--- config.mk ---
export PLATFORM = sky130hd
export DESIGN_NAME = waveform_sample_generator
export DESIGN_NICKNAME = d
export VERILOG_FILES = /design/src/rtl/wsg_pkg.sv /design/src/rtl/wsg_regs.sv /design/src/rtl/wsg_divider.sv /design/src/rtl/waveform_sample_generator.sv
export SDC_FILE = /design/constraint.sdc
export NUM_CORES = 1
export LEC_CHECK = 0
export ABC_CLOCK_PERIOD_IN_PS = 8560
export BUFFER_PORTS_ARGS = -buffer_cell sky130_fd_sc_hd__buf_2
export CORE_MARGIN = 2
export CORE_UTILIZATION = 40
export CTS_CLUSTER_DIAMETER = 30
export DETAILED_ROUTE_END_ITERATION = 10
export SLEW_MARGIN = 40
export SYNTH_ARGS = -nofsm -noshare
export SYNTH_HDL_FRONTEND = slang
export SYNTH_HIERARCHICAL = 1
export SYNTH_SLANG_ARGS = --single-unit
--- constraint.sdc ---
create_clock -name clk -period 8.56 [get_ports clk]
set_clock_uncertainty 0.1 [all_clocks]
set_input_delay 0.428 -clock clk [delete_from_list [all_inputs] [get_ports clk]]
set_output_delay 0.428 -clock clk [all_outputs]
set_load 0.03 [all_outputs]
--- src/rtl/wsg_pkg.sv ---
// Shared types, constants and elaboration-time tables for the waveform sample generator.
// Used by wsg_regs, wsg_divider and waveform_sample_generator; depends on nothing.
package wsg_pkg;

	localparam int MAX_SAMPLES    = 1024;
	localparam int DAC_FULL_SCALE = 4095;
	localparam int MIN_SAMPLES    = 2;
	localparam int AMP_FULL       = 100;

	// field and register widths
	localparam int SAMPLE_W = 12;
	localparam int WSEL_W   = 2;
	localparam int AMP_W    = 7;
	localparam int CNT_W    = 11;
	localparam int ADDR_W   = 4;
	localparam int DATA_W   = 32;
	localparam int RIDX_W   = 2;

	// datapath widths
	localparam int IDX_W      = $clog2(MAX_SAMPLES);
	localparam int N_W        = $clog2(MAX_SAMPLES + 2);
	localparam int CL_W       = (CNT_W > N_W) ? CNT_W : N_W;
	localparam int MAXV_W     = $clog2(DAC_FULL_SCALE + 1);
	localparam int PHASE_W    = 10;
	localparam int QS_W       = 15;
	localparam int SB_W       = 17;
	localparam int SINE_SHIFT = 16;
	localparam int Q_W        = (MAXV_W > PHASE_W) ? MAXV_W : PHASE_W;
	localparam int DIVD_W     = (MAXV_W + N_W > IDX_W + PHASE_W) ? MAXV_W + N_W
	                                                              : IDX_W + PHASE_W;
	localparam int CMP_W      = (DIVD_W > N_W + Q_W - 1) ? DIVD_W : N_W + Q_W - 1;
	localparam int QCNT_W     = $clog2(Q_W);
	localparam int MULA_W     = (SB_W > N_W) ? SB_W : N_W;
	localparam int PROD_W     = MULA_W + MAXV_W;
	localparam int SUM_W      = (MAXV_W + 1 > SAMPLE_W) ? MAXV_W + 1 : SAMPLE_W;

	localparam logic [QS_W-1:0] QS_MAX  = 15'd32767;
	localparam logic [SB_W-1:0] SB_MID  = 17'd32768;
	localparam logic [63:0]     PI_Q60  = 64'h3243F6A8885A308D;

	// register map, word index into paddr
	localparam logic [RIDX_W-1:0] REG_WAVE  = 2'd0;
	localparam logic [RIDX_W-1:0] REG_AMP   = 2'd1;
	localparam logic [RIDX_W-1:0] REG_COUNT = 2'd2;

	typedef enum logic [WSEL_W-1:0] {
		WAVE_SINE     = 2'd0,
		WAVE_TRIANGLE = 2'd1,
		WAVE_SAWTOOTH = 2'd2,
		WAVE_SQUARE   = 2'd3
	} wave_t;

	typedef struct packed {
		wave_t             wave;
		logic [AMP_W-1:0]  amp;
		logic [CNT_W-1:0]  count;
	} cfg_t;

	typedef struct packed {
		logic              start;
		logic [DIVD_W-1:0] dividend;
		logic [N_W-1:0]    divisor;
	} div_req_t;

	typedef struct packed {
		logic              busy;
		logic              done;
		logic [Q_W-1:0]    quotient;
	} div_rsp_t;

	// (a*b) >> 60, elaboration only
	function automatic logic [63:0] mul_q60(input logic [63:0] a, input logic [63:0] b);
		logic [127:0] p;
		p = {64'd0, a} * {64'd0, b};
		return p[123:60];
	endfunction

	// term / ((2n)*(2n+1)) for Taylor step n, elaboration only
	function automatic logic [63:0] taylor_div(input logic [63:0] t, input int n);
		logic [63:0] q;
		unique case (n)
			1:       q = t / 64'd6;
			2:       q = t / 64'd20;
			3:       q = t / 64'd42;
			4:       q = t / 64'd72;
			5:       q = t / 64'd110;
			6:       q = t / 64'd156;
			7:       q = t / 64'd210;
			8:       q = t / 64'd272;
			9:       q = t / 64'd342;
			10:      q = t / 64'd420;
			11:      q = t / 64'd506;
			12:      q = t / 64'd600;
			13:      q = t / 64'd702;
			default: q = t / 64'd812;
		endcase
		return q;
	endfunction

	// round(32767*sin(pi*k/512)) for k in 0..255, Taylor series in Q60
	typedef logic [QS_W-1:0] qsine_tab_t [256];

	function automatic qsine_tab_t build_qsine();
		qsine_tab_t  tab;
		logic [63:0] x;
		logic [63:0] x2;
		logic [63:0] term;
		logic [63:0] sum;
		logic [63:0] r;
		for (int k = 0; k < 256; k++) begin
			x = (PI_Q60 >> 9) * 64'(k) + (((PI_Q60 & 64'd511) * 64'(k)) >> 9);
			x2 = mul_q60(x, x);
			term = x;
			sum = x;
			for (int n = 1; n <= 14; n++) begin
				term = taylor_div(mul_q60(term, x2), n);
				if ((n & 1) == 1) begin
					sum = sum - term;
				end else begin
					sum = sum + term;
				end
			end
			r = (((sum >> 20) * 64'd32767) + (64'd1 << 39)) >> 40;
			tab[k] = r[QS_W-1:0];
		end
		return tab;
	endfunction

	localparam qsine_tab_t QSINE = build_qsine();

	// peak code per amplitude register value, clamped at full scale
	typedef logic [MAXV_W-1:0] maxv_tab_t [2**AMP_W];

	function automatic maxv_tab_t build_maxv();
		maxv_tab_t tab;
		int        am;
		for (int a = 0; a < 2**AMP_W; a++) begin
			am = (a > AMP_FULL) ? AMP_FULL : a;
			tab[a] = MAXV_W'((DAC_FULL_SCALE * am) / AMP_FULL);
		end
		return tab;
	endfunction

	localparam maxv_tab_t MAXV_TAB = build_maxv();

endpackage

--- src/rtl/wsg_regs.sv ---
// Configuration registers behind an APB-style port: waveform, amplitude, sample count.
// Depends on wsg_pkg.
module wsg_regs (
	input  logic                        clk,
	input  logic                        arst_n,
	input  logic                        psel,
	input  logic                        penable,
	input  logic                        pwrite,
	input  logic [wsg_pkg::ADDR_W-1:0]  paddr,
	input  logic [wsg_pkg::DATA_W-1:0]  pwdata,
	output logic [wsg_pkg::DATA_W-1:0]  prdata,
	output logic                        pready,
	output wsg_pkg::cfg_t               cfg
);
	import wsg_pkg::*;

	cfg_t              cfg_q;
	logic              wr_en;
	logic [RIDX_W-1:0] ridx;

	assign pready = 1'b1;
	assign wr_en  = psel & penable & pwrite;
	assign ridx   = paddr[RIDX_W+1:2];
	assign cfg    = cfg_q;

	always_ff @(posedge clk or negedge arst_n) begin
		if (!arst_n) begin
			cfg_q.wave  <= WAVE_SINE;
			cfg_q.amp   <= AMP_W'(AMP_FULL);
			cfg_q.count <= CNT_W'(MAX_SAMPLES);
		end else if (wr_en) begin
			unique case (ridx)
				REG_WAVE:  cfg_q.wave  <= wave_t'(pwdata[WSEL_W-1:0]);
				REG_AMP:   cfg_q.amp   <= pwdata[AMP_W-1:0];
				REG_COUNT: cfg_q.count <= pwdata[CNT_W-1:0];
				default:   ;
			endcase
		end
	end

	always_comb begin
		unique case (ridx)
			REG_WAVE:  prdata = DATA_W'(cfg_q.wave);
			REG_AMP:   prdata = DATA_W'(cfg_q.amp);
			REG_COUNT: prdata = DATA_W'(cfg_q.count);
			default:   prdata = '0;
		endcase
	end

endmodule

--- src/rtl/wsg_divider.sv ---
// Restoring serial divider, one quotient bit per cycle, Q_W steps per division.
// Caller guarantees the quotient fits in Q_W bits. Depends on wsg_pkg.
module wsg_divider (
	input  logic               clk,
	input  logic               arst_n,
	input  wsg_pkg::div_req_t  req,
	output wsg_pkg::div_rsp_t  rsp
);
	import wsg_pkg::*;

	logic [CMP_W-1:0]  rem_q;
	logic [CMP_W-1:0]  dsh_q;
	logic [Q_W-1:0]    quo_q;
	logic [QCNT_W-1:0] cnt_q;
	logic              busy_q;
	logic              done_q;
	logic              ge;

	assign ge = rem_q >= dsh_q;

	always_ff @(posedge clk or negedge arst_n) begin
		if (!arst_n) begin
			busy_q <= 1'b0;
			done_q <= 1'b0;
			cnt_q  <= '0;
		end else begin
			done_q <= busy_q && (cnt_q == '0);
			if (req.start) begin
				busy_q <= 1'b1;
				cnt_q  <= QCNT_W'(Q_W - 1);
			end else if (busy_q) begin
				if (cnt_q == '0) begin
					busy_q <= 1'b0;
				end
				cnt_q <= cnt_q - 1'b1;
			end
		end
	end

	// divisor starts aligned to the top quotient bit and walks down
	always_ff @(posedge clk) begin
		if (req.start) begin
			rem_q <= CMP_W'(req.dividend);
			dsh_q <= CMP_W'(req.divisor) << (Q_W - 1);
			quo_q <= '0;
		end else if (busy_q) begin
			if (ge) begin
				rem_q <= rem_q - dsh_q;
			end
			dsh_q <= dsh_q >> 1;
			quo_q <= {quo_q[Q_W-2:0], ge};
		end
	end

	assign rsp.busy     = busy_q;
	assign rsp.done     = done_q;
	assign rsp.quotient = quo_q;

	a_no_restart: assert property (@(posedge clk) disable iff (!arst_n)
		req.start |-> !busy_q) else $error("divider restarted while busy");

	a_done_follows_last: assert property (@(posedge clk) disable iff (!arst_n)
		(busy_q && cnt_q == '0 && !req.start) |=> (done_q && !busy_q))
		else $error("divider did not finish after last step");

	a_done_idle: assert property (@(posedge clk) disable iff (!arst_n)
		done_q |-> !busy_q) else $error("divider done while still busy");

endmodule

--- src/rtl/waveform_sample_generator.sv ---
// Waveform sample generator: one tick item in, one DAC sample out per period position.
// Each item passes through prep, setup, the serial divider (not for square; 12 quotient steps),
// a table step for sine only, then the final step; a new item is taken only once the last
// sample has entered the output register. Items with tick low are taken while idle and give no result.
// Reset (arst_n, async low) restores the register defaults and sample index 0.
// Depends on wsg_pkg, wsg_regs, wsg_divider.
module waveform_sample_generator (
	input  logic                          clk,
	input  logic                          arst_n,
	input  logic                          psel,
	input  logic                          penable,
	input  logic                          pwrite,
	input  logic [wsg_pkg::ADDR_W-1:0]    paddr,
	input  logic [wsg_pkg::DATA_W-1:0]    pwdata,
	output logic [wsg_pkg::DATA_W-1:0]    prdata,
	output logic                          pready,
	input  logic                          in_valid,
	output logic                          in_ready,
	input  logic                          tick,
	output logic                          out_valid,
	input  logic                          out_ready,
	output logic [wsg_pkg::SAMPLE_W-1:0]  sample_value,
	output logic                          period_end
);
	import wsg_pkg::*;

	typedef enum logic [5:0] {
		ST_IDLE  = 6'b000001,
		ST_PREP  = 6'b000010,
		ST_SETUP = 6'b000100,
		ST_DIV   = 6'b001000,
		ST_SINE  = 6'b010000,
		ST_FIN   = 6'b100000
	} state_t;

	state_t            state_q;
	cfg_t              cfg;
	div_req_t          div_req;
	div_rsp_t          div_rsp;

	logic [IDX_W-1:0]  idx_q;
	logic [N_W-1:0]    n_q;
	logic [N_W-1:0]    half_q;
	logic [IDX_W-1:0]  i_q;
	logic [MAXV_W-1:0] maxv_q;
	wave_t             wave_q;
	logic              pend_q;
	logic [SB_W-1:0]   sb_q;

	logic              out_valid_q;
	logic [SAMPLE_W-1:0] sample_q;
	logic              period_end_q;

	logic [CL_W-1:0]   cnt_ext;
	logic [N_W-1:0]    n_c;
	logic [IDX_W-1:0]  i_c;
	logic [IDX_W-1:0]  i_next;
	logic              last_c;

	logic              tri_fall;
	logic [MULA_W-1:0] mul_a;
	logic [PROD_W-1:0] prod;

	logic [PHASE_W-1:0] phase;
	logic [7:0]        qk;
	logic [QS_W-1:0]   qs;
	logic [SB_W-1:0]   sb_c;

	logic [MAXV_W-1:0] wave_v;
	logic [MAXV_W-1:0] offset;
	logic [SUM_W-1:0]  sum;
	logic              out_load;

	wsg_regs u_regs (
		.clk     (clk),
		.arst_n  (arst_n),
		.psel    (psel),
		.penable (penable),
		.pwrite  (pwrite),
		.paddr   (paddr),
		.pwdata  (pwdata),
		.prdata  (prdata),
		.pready  (pready),
		.cfg     (cfg)
	);

	wsg_divider u_div (
		.clk    (clk),
		.arst_n (arst_n),
		.req    (div_req),
		.rsp    (div_rsp)
	);

	// clamp the period length, restart the period if the count shrank under the index
	always_comb begin
		cnt_ext = CL_W'(cfg.count);
		priority if (cnt_ext < CL_W'(MIN_SAMPLES)) begin
			n_c = N_W'(MIN_SAMPLES);
		end else if (cnt_ext > CL_W'(MAX_SAMPLES)) begin
			n_c = N_W'(MAX_SAMPLES);
		end else begin
			n_c = N_W'(cnt_ext);
		end
		i_c    = (N_W'(idx_q) >= n_c) ? '0 : idx_q;
		last_c = (N_W'(i_c) == n_c - 1'b1);
		i_next = last_c ? '0 : i_c + 1'b1;
	end

	// shared multiplier: dividend in setup, sine scaling in the final step
	always_comb begin
		tri_fall = N_W'(i_q) > half_q;
		if (state_q == ST_FIN) begin
			mul_a = MULA_W'(sb_q);
		end else if (wave_q == WAVE_TRIANGLE && tri_fall) begin
			mul_a = MULA_W'(n_q - N_W'(i_q));
		end else begin
			mul_a = MULA_W'(i_q);
		end
		prod = PROD_W'(mul_a) * PROD_W'(maxv_q);
	end

	always_comb begin
		div_req.start = (state_q == ST_SETUP) && (wave_q != WAVE_SQUARE);
		unique case (wave_q)
			WAVE_SINE: begin
				div_req.dividend = DIVD_W'({i_q, {PHASE_W{1'b0}}});
				div_req.divisor  = n_q + 1'b1;
			end
			WAVE_TRIANGLE: begin
				div_req.dividend = DIVD_W'(prod);
				div_req.divisor  = half_q;
			end
			WAVE_SAWTOOTH: begin
				div_req.dividend = DIVD_W'(prod);
				div_req.divisor  = n_q - 1'b1;
			end
			WAVE_SQUARE: begin
				div_req.dividend = '0;
				div_req.divisor  = half_q;
			end
		endcase
	end

	// quarter-wave table folding; the exact peak sits outside the table
	always_comb begin
		phase = div_rsp.quotient[PHASE_W-1:0];
		qk    = phase[8] ? 8'd0 - phase[7:0] : phase[7:0];
		qs    = (phase[8] && phase[7:0] == 8'd0) ? QS_MAX : QSINE[qk];
		sb_c  = phase[9] ? SB_MID - SB_W'(qs) : SB_MID + SB_W'(qs);
	end

	always_comb begin
		unique case (wave_q)
			WAVE_SINE:     wave_v = prod[SINE_SHIFT +: MAXV_W];
			WAVE_TRIANGLE: wave_v = div_rsp.quotient[MAXV_W-1:0];
			WAVE_SAWTOOTH: wave_v = div_rsp.quotient[MAXV_W-1:0];
			WAVE_SQUARE:   wave_v = (N_W'(i_q) < half_q) ? maxv_q : '0;
		endcase
		offset   = (MAXV_W'(DAC_FULL_SCALE) - maxv_q) >> 1;
		sum      = SUM_W'(wave_v) + SUM_W'(offset);
		out_load = (state_q == ST_FIN) && (!out_valid_q || out_ready);
	end

	always_ff @(posedge clk or negedge arst_n) begin
		if (!arst_n) begin
			state_q     <= ST_IDLE;
			idx_q       <= '0;
			out_valid_q <= 1'b0;
		end else begin
			if (out_load) begin
				out_valid_q <= 1'b1;
			end else if (out_ready) begin
				out_valid_q <= 1'b0;
			end
			unique case (state_q)
				ST_IDLE: begin
					if (in_valid && tick) begin
						state_q <= ST_PREP;
					end
				end
				ST_PREP: begin
					idx_q   <= i_next;
					state_q <= ST_SETUP;
				end
				ST_SETUP: begin
					state_q <= (wave_q == WAVE_SQUARE) ? ST_FIN : ST_DIV;
				end
				ST_DIV: begin
					if (div_rsp.done) begin
						state_q <= (wave_q == WAVE_SINE) ? ST_SINE : ST_FIN;
					end
				end
				ST_SINE: begin
					state_q <= ST_FIN;
				end
				ST_FIN: begin
					if (out_load) begin
						state_q <= ST_IDLE;
					end
				end
				default: state_q <= ST_IDLE;
			endcase
		end
	end

	always_ff @(posedge clk) begin
		if (state_q == ST_PREP) begin
			n_q    <= n_c;
			half_q <= n_c >> 1;
			i_q    <= i_c;
			maxv_q <= MAXV_TAB[cfg.amp];
			wave_q <= cfg.wave;
			pend_q <= last_c;
		end
		if (state_q == ST_SINE) begin
			sb_q <= sb_c;
		end
		if (out_load) begin
			sample_q     <= sum[SAMPLE_W-1:0];
			period_end_q <= pend_q;
		end
	end

	assign in_ready     = (state_q == ST_IDLE);
	assign out_valid    = out_valid_q;
	assign sample_value = sample_q;
	assign period_end   = period_end_q;

	a_idle_div_quiet: assert property (@(posedge clk) disable iff (!arst_n)
		in_ready |-> !div_rsp.busy) else $error("divider busy while taking an item");

	a_load_from_fin: assert property (@(posedge clk) disable iff (!arst_n)
		$rose(out_valid_q) |-> $past(state_q == ST_FIN))
		else $error("result registered outside the final step");

	a_index_in_period: assert property (@(posedge clk) disable iff (!arst_n)
		(state_q == ST_SETUP) |-> (N_W'(i_q) < n_q))
		else $error("sample index outside the period");

	a_done_in_div: assert property (@(posedge clk) disable iff (!arst_n)
		div_rsp.done |-> (state_q == ST_DIV)) else $error("quotient arrived unexpectedly");

endmodule
==> results.cfg <==
[status]
status = complete, but fails checks
violations = setup timing

[clock_tree]
h-tree-depth = 4
clock_path_buffers = 2
cts_buffers = 17
cts.clk_slew.worst_paths_ns = 0.08
cts_sinks = 165
clkLatencyLatePin_ns = 0.49
cts_tree = yes
cts_root_buffer = clkbuf_16

[sta]
fin_ws_ns = -0.500
finalCritPeriodShare = 1.06
whs_ns = 0.0684
tightestPinTransition_ns = 0.879
clock.fmax_mhz = 110
fin_crit_ns = 9.06
setup_violations = 5
drv_slew = 0
finalHoldViolCount = 0
slew_headroom = 0.410
rsz0062_at_grt = true

[yosys]
ys_warn_count = 6
postSynthCellCount = 3125
syn-cell-area_sq_um = 24800
avgSynthCellArea_sq_um = 7.93

[final_layout]
final_cells = 4015
synthToLayoutAreaGrowth_pct = 13.0
finalNetCount = 3589
n_antenna_cell = 0
layout-drive-gt1-share = 0.158
fin_util = 0.456

[placed_design]
io_buffer_count = 46
routabilityCongestion = 1.00
post-place-cells = 3951
dp_slack_ns = -0.461
dpl.hpwl_microns = 65200

[critical_path]
end_kind = flip-flop
crit_family = adder cells
critPathBufInv = 7
arrival_ns = 9.19
worst_ep_required_time_ns = 8.69
cp_common_cell = a21oi_2
cpMaxStageDelayCell = fa_1
worstPathMaxFanout = 4
startpoint_type = flip-flop
worstSetupPathType = flip-flop to flip-flop
max_stage_delay_ns = 0.53

[detailed_routing]
postRouteAntennaNets = 0
vias_per_cell = 6.05
drtPass1Iterations = 6
route.vias.total = 24300
drc = 0
routedWlPerCell_microns = 22.0
wl_microns = 88500
first_iter_violations = 2591

[global_route]
grt_max_degree = 79
gr-total-overflow = 0
first_global_vias = 24000
grt_use_total = 0.276
grt_pass1_wl_microns = 138000
antenna_found_initial = 1

[job]
drv_cap = 0

[floorplan]
ios = 92
die-area_sq_um = 64000
die_height_microns = 253
core_sq_um = 61500
start_util = 0.403
dieWidth_microns = 253
fp-row-count = 91

[power]
powerDensity_nw_per_um2 = 498
finalPower_w = 0.0140
leakagePower_nw = 12.2
vdd_ir_drop_max_mv = 0.581

[min_path]
hold_path.class = primary input to flip-flop
## sequential cells by signal, indices dropped and copies added, names as in the netlist
name / count
u_div/done_q: 1
u_div/dsh_q: 22
sample_value: 12
wave_q: 2
period_end: 1
u_div/quo_q: 12
sb_q: 16
pend_q: 1
maxv_q: 12
state_q: 6
out_valid: 1
u_div/cnt_q: 4
u_div/rem_q: 23
n_q: 11
i_q: 10
u_div/busy_q: 1
idx_q: 10
u_regs/cfg: 20
## stage by stage
step                      area, sq um  setup TNS, ns
after floorplan                 25100        -0.0118
after global placement          26800         -0.988
after detailed placement        26900          -1.34
after CTS                       27600          -1.04
after global routing            28000          -4.01
final                           28000          -1.58
## report_power, final
| group | switching [W] | internal (W) |
|---|---|---|
| Sequential | 0.000185 | 0.00111 |
| Combinational | 0.00674 | 0.00511 |
| Clock | 0.000403 | 0.000410 |
| Total | 0.00732 | 0.00663 |
## final timing paths
check / start / slack [ns] / cells after the start / end
hold reg to reg: pend_q$_DFFE_PP_ / 0.34 / 0 / period_end$_DFFE_PP_
hold / removal: pwdata[10] / 0.07 / 2 / u_regs/cfg[10]$_DFFE_PN1P_
min in group asynchronous: arst_n / 0.39 / 2 / u_regs/cfg[8]$_DFFE_PN0P_
setup / recovery: n_q[0]$_DFFE_PP_ / -0.50 / 44 / sample_value[11]$_DFFE_PP_
max in group asynchronous: arst_n / 7.54 / 2 / u_regs/cfg[14]$_DFFE_PN0P_
setup reg to reg: n_q[0]$_DFFE_PP_ / -0.50 / 44 / sample_value[11]$_DFFE_PP_
## metal layers
layer,track usage,routed length (microns),up-vias
li1,-,-,11200
met1,0.365,37800,11800
met2,0.433,39300,1019
met3,0.0594,7130,267
met4,0.120,4210,2
met5,0,11,-
## worst register-to-register path: cells and delay by family, from the launching register on
family,cells,cell delay [ns]
flops,1,0.40
buf+inv,7,0.59
xor+xnor,3,0.41
compound gates,21,3.39
fa+ha+maj,9,3.51
simple gates,4,0.35
## layout make-up
cell class | count | area [sq um]
well taps | 790 | 988
clock inverters | 13 | 151
fillers | 6046 | 33500
flip-flops and latches | 165 | 4520
repair buffers | 300 | 2210
clock buffers | 19 | 454
multi-input cells | 2412 | 18500
inverters | 316 | 1190
## repair_timing
item	CTS	global route
hold buffers	1	0
gates resized for setup	13	58
setup endpoints to repair	5	9
pin swaps	14	50
gates cloned	0	1
setup buffers	12	21
hold endpoints to repair	38	0
## cells in the final DEF, fill, tap and decap left out, types with 31 or more instances in the layout
cell,instances
o211ai_1,41
nor2_1,205
nand2b_1,35
o21a_1,31
xor2_1,31
nor3_1,63
mux2i_1,37
buf_4,241
o31ai_1,32
nand3_1,45
xnor2_1,50
a21o_1,48
nand2_1,342
dfrtp_1,37
and2_1,74
a31oi_1,44
inv_1,301
ha_1,170
buf_2,46
fa_1,147
o21ai_0,163
a21oi_1,201
edfxtp_1,99
No activity file was read; power rests on OpenSTA's default activity.
